$ cat src/rtl/assert_macros.svh
// Assertion macros shared by the queue RTL.
`ifndef ASSERT_MACROS_SVH
`define ASSERT_MACROS_SVH

`ifndef SYNTH
`define FWR_ASSERT(lbl, prop) \
  lbl: assert property (@(posedge clk_i) disable iff (!rst_ni) (prop)) \
    else $error("fwr check failed");
`define FWR_ASSERT_ANY(lbl, prop) \
  lbl: assert property (@(posedge clk_i) (prop)) \
    else $error("fwr check failed");
`else
`define FWR_ASSERT(lbl, prop)
`define FWR_ASSERT_ANY(lbl, prop)
`endif

`endif

$ cat src/rtl/fwr_pkg.sv
package fwr_pkg;

  localparam int unsigned Depth = 16;
  localparam int unsigned CntW  = $clog2(Depth + 1);

  typedef enum logic [1:0] {
    FUNC_APPEND = 2'd0,
    FUNC_REMOVE = 2'd1,
    FUNC_QUERY  = 2'd2
  } func_e;

  typedef enum logic [1:0] {
    ST_DONE      = 2'd0,
    ST_NOT_FOUND = 2'd1,
    ST_FULL      = 2'd2,
    ST_EMPTY     = 2'd3
  } status_e;

  typedef struct packed {
    logic [63:0] key;
    logic [63:0] tag;
    logic [30:0] amount;
    logic [30:0] price;
  } rec_t;

  // Broadcast to every cell of the chain
  typedef struct packed {
    logic        en;
    logic        append;
    logic        remove;
    logic [63:0] key;
    rec_t        rec;
  } cmd_t;

endpackage

$ cat src/rtl/fwr_cell.sv
module fwr_cell (
  input  logic          clk_i,
  input  logic          rst_ni,
  input  fwr_pkg::cmd_t cmd_i,
  input  logic          prev_valid_i,
  input  logic          gap_i,
  input  logic          nxt_valid_i,
  input  fwr_pkg::rec_t nxt_rec_i,
  output logic          valid_o,
  output fwr_pkg::rec_t rec_o,
  output logic          gap_o,
  output logic          valid_d_o,
  output fwr_pkg::rec_t rec_d_o
);

  logic          valid_q, valid_d;
  fwr_pkg::rec_t rec_q, rec_d;
  logic          hit;

  assign hit   = valid_q && (rec_q.key == cmd_i.key);
  assign gap_o = gap_i | hit;

  always_comb begin
    valid_d = valid_q;
    rec_d   = rec_q;
    if (cmd_i.en) begin
      // first empty cell takes the appended record
      if (cmd_i.append && !valid_q && prev_valid_i) begin
        valid_d = 1'b1;
        rec_d   = cmd_i.rec;
      end
      // every cell at or behind the removed one pulls from its right neighbour
      if (cmd_i.remove && gap_o) begin
        valid_d = nxt_valid_i;
        rec_d   = nxt_rec_i;
      end
    end
  end

  always_ff @(posedge clk_i or negedge rst_ni) begin
    if (!rst_ni) begin
      valid_q <= 1'b0;
    end else begin
      valid_q <= valid_d;
    end
  end

  always_ff @(posedge clk_i) begin
    rec_q <= rec_d;
  end

  assign valid_o   = valid_q;
  assign rec_o     = rec_q;
  assign valid_d_o = valid_d;
  assign rec_d_o   = rec_d;

endmodule
$ cat config.mk
export PLATFORM = sky130hd
export DESIGN_NAME = fwr_cell
export DESIGN_NICKNAME = d
export VERILOG_FILES = /design/src/rtl/assert_macros.svh /design/src/rtl/fwr_pkg.sv /design/src/rtl/fwr_cell.sv
export SDC_FILE = /design/constraint.sdc
export NUM_CORES = 1
export LEC_CHECK = 0
export BUFFER_PORTS_ARGS = -buffer_cell sky130_fd_sc_hd__buf_4
export CAP_MARGIN = 40
export CORE_AREA = 2 2 324 326
export DETAILED_ROUTE_END_ITERATION = 6
export DIE_AREA = 0 0 326 328
export SYNTH_ARGS = -nofsm -noshare
export SYNTH_HDL_FRONTEND = slang
export SYNTH_SLANG_ARGS = --single-unit
$ cat constraint.sdc
create_clock -name clk_i -period 4 [get_ports clk_i]
set_input_delay 0.8 -clock clk_i [delete_from_list [all_inputs] [get_ports clk_i]]
set_output_delay 0.8 -clock clk_i [all_outputs]
set_load 0.01 [all_outputs]
==> summary.txt, run 1 <==
Vias in the first global route: 11367
Syn Nets: 1210
Critical path startpoint: cmd_i[249]
Endpoints failing setup: 175
Final period utilization: 1.03
Switching fraction of total power: 0.388
DRT antenna net count: 0
Critical Path End Type: output port
Final-stage net count: 2070
DR iter-0 viols: 748
Port Buffers: 834
Dpl hpwl: 82800 um
Synth area leaders: dfxtp_1, o221a_2, nand3b_1
Sequential share of power: 0.319
Register area: 0.00390 sq mm
Most common cell after layout, fill and taps aside: buf_4
Net switching power: 3.48 mW
Skew final: 0.0214 ns
Core area: 0.103 sq mm
Drt total wl: 98600 um
First-pass GRT wire length: 122000 um
HP Class: in2reg
Layout area overhead: 120%
Crit path launch type: primary input
IO Count: 835
Critical path's top delay family: buffers and inverters
Vias per inst: 3.73
Post-DP Area: 0.0168 sq mm
Initial Util: 0.0840
Int Power: 5.49 mW
H-Tree Depth: 4
Worst-path cell chain: buf_4 -> xnor2_4 -> nand4_1 -> buf_4 -> nor4_2 -> nand4_1 -> buf_4 -> o31ai_4 -> o21a_4 -> buf_12 -> buf_16 -> buf_12 -> buf_12 -> buf_16 -> o221a_4 -> buf_6
Fillcell total: 11459
Clk sink count: 191
CP required: 3.20 ns
Slew Limit Fails: 0
CTS tree: yes
Final min period: 4.12 ns
Initial antenna violation count: 59
Layout cell share with drive strength beyond 1: 0.707
Clk pwr share: 0.217
R2R depth: 11
Largest family of logic cells by synthesized area: compound AO/OA/AOI/OAI gates
PD cells: 470 mW/mm^2
CP endpoint: rec_d_o[13]
CP Class: in2out
Worst R2R End: rec_o[95]$_DFF_P_
Row count: 118
Chip width: 326 um
Final hold slack: 0.552 ns
Critical path's slowest cell: o31ai_4
Worst R2R Start: rec_o[133]$_DFF_P_
# Max-Cap Violations: 0
XOR/XNOR Fraction of Synth Area: 0.0596
Mapped Area: 0.00867 sq mm
Total track usage: 0.176
Part of the power in combinational logic: 0.464
Routed wire per std cell: 32.6 um
Outcome: finished with violations
DRC Markers: 0
Max Fclk: 0.243 GHz
Largest net degree at the start of global routing: 68
Gr ovfl total: 0
R2r setup slk: 1.17 ns
RSZ-0062 raised after global routing: yes
Fin worst setup slack: -0.121 ns
Post-Synth Adder-Cell Area: 0
Share of the synthesized area in the top cell type: 0.439
Total CTS buffers: 17
CTS Root Cell: clkbuf_16
Register area share after synthesis: 0.442
Area of the multi-input gates: 0.00502 sq mm
Worst skew pair latency: 0.52 ns
WP data arrival: 3.32 ns
Slew @ Worst Pin: 0.506 ns
Die area: 0.107 sq mm
Simple-Gate Fraction of Synth Area: 0.186
Max IR drop VDD: 252 uV
Max Root-Sink Buffers: 2
Synth cell types: 28
Synthesized flop and latch total: 191
Post-Place Worst Slack: -0.533 ns
Synth warn: 0
LEAKAGE: 7.83 nW
Hold Vio Cnt, Final: 0
Critical Path Max Stage Delay: 0.24 ns
Most frequent cells in the layout: buf_4, nand3b_1, dfxtp_1
Crit path buffers/inverters: 9
Design Area, Final: 0.0191 sq mm
Post-synthesis mux area share: 0
Stages on worst setup path: 16
Slew headroom: 0.662
Crit path max fanout: 7
Compound-Gate Fraction of Synth Area: 0.256
Placer Congestion: 0.875
Post-Syn Instances: 758
DR vias: 11275
Failing checks: negative setup slack
Avg Inst Size Synth: 11.4 sq um
Clock slew at reported path FFs: 0.09 ns
Post-synth top area cell: dfxtp_1
First drt pass iteration count: 6
Total power: 8.97 mW
Die height: 328 um
==> logic make-up (layout without fill, tap and decap cells) <==
family | count (synthesis) | in the layout
AND/OR/NAND/NOR | 222 | 223
buffers and inverters | 88 | 960
XOR/XNOR | 59 | 59
AO/OA/AOI/OAI | 198 | 198
other | 0 | 10
flip-flops | 191 | 191
==> per-layer routing <==
metal  track usage  wire length (um)  vias to the layer above
met3         0.109             13200                      158
li1              -                 -                     4825
met2         0.275             44200                      681
met4        0.0411              2210                       82
met1         0.202             38400                     5529
met5             0               541                        -
==> timing repair <==
action / 4_1_cts / 5_1_grt
pin swaps: 28 / 14
endpoints found under the setup margin: 191 / 191
gates resized for setup: 180 / 15
hold buffers: 1 / 0
endpoints found under the hold margin: 1 / 0
setup buffers: 19 / 0
cloned: 12 / 4
==> synth_stat cells <==
master,n
a2111o_1,1
a211o_1,1
and2_1,1
buf_2,28
buf_4,1
buf_8,11
clkbuf_1,44
dfrtp_1,1
dfxtp_1,190
inv_1,4
nand2_1,3
nand2b_1,3
nand3_1,2
nand3b_1,190
nand4_1,12
nor2_1,1
nor2b_1,3
nor3_1,1
nor4_1,6
o2111ai_1,1
o21a_1,1
o21bai_1,1
o221a_1,61
o221a_2,130
o221ai_1,1
o31ai_2,1
xnor2_1,47
xor2_1,12
==> metrics by stage <==
| step | instances | TNS, ns | util |
|---|---|---|---|
| after global placement | 2947 | -105.70 | 0.163 |
| after floorplan | 758 | 0 | - |
| after global routing | 3013 | -35.51 | 0.185 |
| after CTS | 3008 | -22.00 | 0.183 |
| final | 3021 | -11.96 | 0.185 |
| after detailed placement | 2947 | -71.56 | 0.163 |
==> how the worst min path moves through the flow <==
stage / start / endpoint / slack [ns] / cells after the start
after floorplan: rst_ni / valid_o$_DFF_PN0_ / 0.50 / 0
after global placement: rec_o[53]$_DFF_P_ / rec_o[53]$_DFF_P_ / 0.54 / 1
after detailed placement: rec_o[38]$_DFF_P_ / rec_o[38]$_DFF_P_ / 0.54 / 1
after CTS: nxt_rec_i[84] / rec_o[84]$_DFF_P_ / 0.50 / 2
after global routing: nxt_rec_i[84] / rec_o[84]$_DFF_P_ / 0.51 / 2
final: nxt_rec_i[84] / rec_o[84]$_DFF_P_ / 0.55 / 2
==> power groups by stage <==
| stage | sequential, mW | combinational, mW | clock [mW] |
|---|---|---|---|
| floorplan | 2.82 | 1.12 | 0 |
| global placement | 2.84 | 3.88 | 0 |
| detailed placement | 2.85 | 3.85 | 0 |
| CTS | 2.86 | 4.22 | 2.04 |
| global route | 2.91 | 4.33 | 2.09 |
| finish | 2.86 | 4.16 | 1.95 |
==> registers in the layout, indices dropped and copies added (netlist names) <==
register and count:
rec_o 190, valid_o 1
==> cell type report <==
| cell class | instances | share of cell area |
|---|---|---|
| diodes | 10 | 0.00131 |
| clock inverters | 13 | 0.00807 |
| well taps | 1380 | 0.0905 |
| flip-flops and latches | 191 | 0.204 |
| multi-input cells | 480 | 0.263 |
| inverters | 4 | 0.000787 |
| repair buffers | 924 | 0.408 |
| clock buffers | 19 | 0.0232 |
No activity file was read; power rests on OpenSTA's default activity.
==> run 2: changes to the inputs <==
--- a/constraint.sdc
+++ b/constraint.sdc
@@ -3,2 +3,2 @@
 set_output_delay 0.8 -clock clk_i [all_outputs]
-set_load 0.01 [all_outputs]
+set_load 0.05 [all_outputs]
==> summary.txt, run 2 (synthesized netlist as in run 1, its figures left out) <==
Final min period: 4.24 ns
Vias in the first global route: 11475
Worst R2R End: rec_o[136]$_DFF_P_
Slew headroom: 0.608
Worst skew pair latency: 0.53 ns
DP Cell Count: 2948
Slew @ Worst Pin: 0.588 ns
Skew final: 0.0182 ns
IO Count: 835
Dpl hpwl: 81800 um
H-Tree Depth: 4
Fin worst setup slack: -0.243 ns
Max IR drop VDD: 247 uV
Endpoints failing setup: 191
DRT antenna net count: 0
# Max-Cap Violations: 0
DR vias: 11352
Chip width: 326 um
Largest net degree at the start of global routing: 95
CP required: 3.20 ns
Port Buffers: 834
Die height: 328 um
Initial Util: 0.0840
Row count: 118
Max reg flops: 190
Final setup TNS: -32.83 ns
Placer Congestion: 0.860
PD cells: 613 mW/mm^2
Max Root-Sink Buffers: 2
Outcome: finished with violations
Most used cell, CP: buf_6
Crit path launch type: primary input
Clock slew at reported path FFs: 0.09 ns
Post-Place Worst Slack: -0.622 ns
R2r setup slk: 1.10 ns
Critical Path Max Stage Delay: 0.42 ns
CP Class: in2out
Worst-path cell chain: buf_4 -> xnor2_2 -> nand4_1 -> nor4_2 -> nand3_2 -> buf_6 -> o31ai_4 -> buf_6 -> nand2_8 -> buf_12 -> o221a_2 -> buf_6
Max Fclk: 0.236 GHz
Die area: 0.107 sq mm
Layout area overhead: 124%
Core area: 0.103 sq mm
Hold_sp: nxt_rec_i[14]
WP data arrival: 3.44 ns
First-pass GRT wire length: 122000 um
Final period utilization: 1.06
Clk sink count: 191
Final hold slack: 0.552 ns
Drt total wl: 97600 um
Layout cell share with drive strength beyond 1: 0.711
HP Class: in2reg
Slew Limit Fails: 0
RSZ-0062 raised after global routing: yes
Fillcell total: 11425
R2R depth: 12
Critical path's slowest cell: nor4_2
Total CTS buffers: 17
Hold path cells: 2
DR iter-0 viols: 588
Most frequent cells in the layout: buf_4, nand3b_1, dfxtp_1
Worst R2R Start: rec_o[184]$_DFF_P_
Gr ovfl total: 0
Critical Path End Type: output port
Most common cell after layout, fill and taps aside: buf_4
Core Util, Final: 0.188
Final-stage net count: 2065
Routed wire per std cell: 32.5 um
Hold Vio Cnt, Final: 0
CTS tree: yes
Failing checks: negative setup slack
Crit path max fanout: 21
CTS Root Cell: clkbuf_16
WHS Endpoint: rec_o[14]$_DFF_P_
Vias per inst: 3.77
First drt pass iteration count: 5
Initial antenna violation count: 61
DRC Markers: 0
Non-filler instance count after layout: 3009
LEAKAGE: 7.94 nW
Total track usage: 0.175
[run 2: changes by cell type in the layout (fill, tap and decap cells not counted), moves of 2 or more]
cell and change:
o221a_2 +10, buf_4 -82, o221a_4 +6, xnor2_1 +2
buf_8 +22, buf_12 +7, bufbuf_16 -3, dfxtp_2 -3
buf_6 +52, dfxtp_4 -3, diode_2 -6, xnor2_4 -2
o221a_1 -16, dfxtp_1 +6
[run 2: final cells by class]
class / instances / area, sq um / share of cell area
Multi-Input combinational cell: 480 / 5030 / 0.260
Timing Repair Buffer: 919 / 8100 / 0.418
Tap cell: 1380 / 1730 / 0.0891
Clock buffer: 18 / 439 / 0.0227
Sequential cell: 191 / 3880 / 0.200
Inverter: 4 / 15.0 / 0.000774
Clock inverter: 13 / 178 / 0.00916
Antenna cell: 4 / 10.0 / 0.000516
[run 2: power breakdown]
| part | switching [mW] | total (mW) | leakage [nW] | internal [mW] |
|---|---|---|---|---|
| Clock | 1.01 | 2.02 | 0.295 | 1.01 |
| Sequential | 0.467 | 2.81 | 1.61 | 2.35 |
| Combinational | 4.61 | 7.06 | 6.04 | 2.45 |
[run 2: timing repair]
| item | in CTS | in global routing |
|---|---|---|
| setup endpoints to repair | 191 | 191 |
| hold buffers | 1 | 0 |
| gates resized for setup | 258 | 67 |
| hold endpoints to repair | 1 | 0 |
| pin swaps | 18 | 9 |
| setup buffers | 13 | 1 |
| gates cloned | 10 | 2 |
[run 2: how the worst max path moves through the flow]
stage | startpoint | endpoint | slack (ns) | cells past startpoint
2_1_floorplan | cmd_i[219] | rec_d_o[149] | 0.27 | 10
3_3_place_gp | cmd_i[239] | rec_d_o[150] | -0.61 | 12
3_5_place_dp | cmd_i[229] | rec_d_o[150] | -0.62 | 13
4_1_cts | rec_o[184]$_DFF_P_ | rec_d_o[117] | -0.24 | 12
5_1_grt | rec_o[184]$_DFF_P_ | rec_d_o[40] | -0.31 | 11
6_report | cmd_i[248] | rec_d_o[164] | -0.24 | 12
[run 2: routing by layer]
layer / wire length [um] / share of wire / track usage / up-vias
met2: 44100 / 0.45 / 0.276 / 657
met5: 534 / 0.0055 / 0 / -
met3: 11500 / 0.12 / 0.0966 / 170
met1: 38900 / 0.40 / 0.205 / 5639
met4: 2580 / 0.026 / 0.0479 / 88
li1: - / - / - / 4798
[run 2: worst max-delay path, delay by kind of cell]
family / cells / cell delay [ns]
buf+inv: 5 / 0.88
compound gates: 2 / 0.56
xor+xnor: 1 / 0.15
simple gates: 4 / 1.01
[run 2: per-stage QoR]
stage | cell area, sq um | power (mW)
after floorplan | 8670 | 6.47
after global placement | 16800 | 9.32
after detailed placement | 16800 | 9.32
after CTS | 18900 | 11.9
after global routing | 19400 | 12.3
final | 19400 | 11.9
==> run 3: changes to the inputs <==
ABC_AREA = 1   (was not set)
CORE_AREA = 2 2 321 323   (was 2 2 324 326)
DIE_AREA = 0 0 323 325   (was 0 0 326 328)
SKIP_LAST_GASP = 1   (was not set)
==> summary.txt, run 3 <==
Critical Path Max Stage Delay: 0.43 ns
XOR/XNOR Fraction of Synth Area: 0.0161
DRC Markers: 0
WHS Endpoint: rec_o[109]$_DFF_P_
Crit path launch type: flop
WP data arrival: 3.13 ns
HP Class: reg2reg
Clk pwr share: 0.189
Net switching power: 5.65 mW
LEAKAGE: 13.1 nW
Area of the multi-input gates: 0.00734 sq mm
RSZ-0062 raised after global routing: yes
Dpl hpwl: 78700 um
DP Cell Count: 4246
PD cells: 465 mW/mm^2
Synthesized flop and latch total: 191
Max reg flops: 190
CTS tree: yes
Clock slew at reported path FFs: 0.09 ns
Skew final: 0.0464 ns
Worst skew pair latency: 0.55 ns
Most used cell, CP: nand2_1
Register area: 0.00384 sq mm
CTS Root Cell: clkbuf_16
Critical path's slowest cell: dfxtp_1
Max Root-Sink Buffers: 2
First drt pass iteration count: 5
Share of the synthesized area in the top cell type: 0.304
Gr ovfl total: 0
Max IR drop VDD: 206 uV
Most frequent cells after synthesis: nand2_1, nand3_1, inv_1, dfxtp_1, mux2i_1
Fin worst setup slack: 0.0708 ns
Post-DP Area: 0.0210 sq mm
Critical Path End Type: output port
Mapped Area: 0.0125 sq mm
Total CTS buffers: 17
Synth warn: 0
Layout area overhead: 85.4%
Initial antenna violation count: 37
Row count: 117
# Max-Cap Violations: 0
Most common cell after layout, fill and taps aside: buf_4
Worst R2R Start: rec_o[127]$_DFF_P_
Crit path max fanout: 13
Most frequent cells in the layout: buf_4, nand2_1, nand3_1
Slew @ Worst Pin: 0.556 ns
Placer Congestion: 0.941
Initial Util: 0.123
Design Area, Final: 0.0232 sq mm
Avg Inst Size Synth: 6.04 sq um
Worst-path cell chain: inv_1 -> nand2_1 -> nand2_1 -> nor2_1 -> nand2_1 -> nor2_1 -> nand3_1 -> nor2_2 -> nand2_2 -> nand2_8 -> buf_16 -> buf_4 -> clkbuf_16 -> nand3_1 -> nand3_1 -> nand2_1 -> buf_4
Vias per inst: 3.97
Largest net degree at the start of global routing: 80
Hold_sp: rec_o[109]$_DFF_P_
Final setup TNS: 0 ns
Core Util, Final: 0.229
Post-synth top area cell: dfxtp_1
CP required: 3.20 ns
R2R depth: 16
Post-Synth Adder-Cell Area: 0
CP Class: reg2out
Synth area leaders: dfxtp_1, nand2_1, nand3_1
Total power: 10.8 mW
First-pass GRT wire length: 128000 um
Drt total wl: 98600 um
Number of synthesized flops with an enable pin: 0
Slew Limit Fails: 0
Die height: 325 um
Predominant post-synthesis flop cell: dfxtp_1
Register area share after synthesis: 0.306
Hold Vio Cnt, Final: 0
Simple-Gate Fraction of Synth Area: 0.415
Slew headroom: 0.630
Hold path cells: 2
Final min period: 3.93 ns
DRT antenna net count: 0
Chip width: 323 um
Int Power: 5.11 mW
Routed wire per std cell: 22.9 um
Core area: 0.101 sq mm
Outcome: completed
H-Tree Depth: 4
Post-Place Worst Slack: -0.484 ns
Sequential share of power: 0.243
Post-synthesis mux area share: 0.0945
Clk sink count: 191
Final-stage net count: 3370
Port Buffers: 834
DR iter-0 viols: 968
Switching fraction of total power: 0.525
Syn Nets: 2521
Compound-Gate Fraction of Synth Area: 0.0208
Die area: 0.105 sq mm
Endpoints failing setup: 0
Part of the power in combinational logic: 0.568
Total track usage: 0.176
Worst R2R End: rec_o[146]$_DFF_P_
Non-filler instance count after layout: 4307
Crit path buffers/inverters: 5
Critical path startpoint: rec_o[127]$_DFF_P_
Fillcell total: 11438
Synth cell types: 19
IO Count: 835
Vias in the first global route: 15838
DR vias: 17104
Largest family of logic cells by synthesized area: simple AND/OR/NAND/NOR gates
Max Fclk: 0.255 GHz
Final hold slack: 0.501 ns
Critical path's top delay family: simple AND/OR/NAND/NOR gates
Count leader, synth: nand2_1
Async SR Flop Fraction: 0.00524
Final period utilization: 0.982
R2r setup slk: 1.39 ns
Layout cell share with drive strength beyond 1: 0.390
Post-Syn Instances: 2069
-- run 3: logic make-up after synthesis --
kind of cell	count (synthesis)
xor gates and xnor gates	23
AOI/OAI and AO/OA	52
buffers and inverters	435
muxes	118
DFF	191
and+or+nand+nor	1250
-- run 3: worst reg2reg max path: stages, from the launching register on --
cell	delay [ns]
dfxtp_1	0.43
inv_1	0.08
nand2_1	0.06
nand2_1	0.05
nor2_1	0.09
nand2_1	0.09
nor2_1	0.20
nand3_1	0.22
nor2_2	0.15
nand2_2	0.10
nand2_8	0.11
buf_16	0.20
buf_4	0.27
nand3_1	0.13
nand3_1	0.11
nand2_1	0.09
buf_4	0.14
-- run 3: layer usage --
layer,part of all wire,global-route usage,up-vias
met5,0.0037,0,-
met4,0.024,0.0431,56
met3,0.10,0.0709,129
met2,0.46,0.286,797
met1,0.41,0.214,7975
li1,-,-,8147
-- run 3: power groups by stage --
stage | clock [mW] | combinational [mW] | sequential [mW]
6_report | 2.03 | 6.12 | 2.62
5_1_grt | 2.17 | 6.42 | 2.66
4_1_cts | 2.13 | 5.85 | 2.61
3_5_place_dp | 0 | 5.79 | 2.64
3_3_place_gp | 0 | 5.78 | 2.63
2_1_floorplan | 0 | 2.32 | 3.64
-- run 3: worst max-delay path by stage --
stage / end / slack (ns) / cells after the start
detailed placement: rec_d_o[170] / -0.48 / 18
finish: rec_d_o[108] / 0.07 / 17
floorplan: rec_d_o[0] / 0.91 / 14
CTS: rec_d_o[73] / -0.005 / 18
global placement: rec_d_o[172] / -0.49 / 18
global route: rec_d_o[179] / -0.11 / 18
-- run 3: layout make-up --
class,count,share of cell area
multi-input cells,1443,0.317
well taps,1368,0.0739
clock inverters,15,0.00826
inverters,302,0.0495
repair buffers,963,0.367
flip-flops and latches,191,0.166
diodes,8,0.000864
clock buffers,17,0.0184
-- run 3: repair_timing --
action,4_1_cts,5_1_grt
hold endpoints to repair,1,0
gates resized for setup,32,292
endpoints found under the setup margin,192,178
pin swaps,1,47
gates cloned,3,10
hold buffers,1,0
buffers inserted,1,6
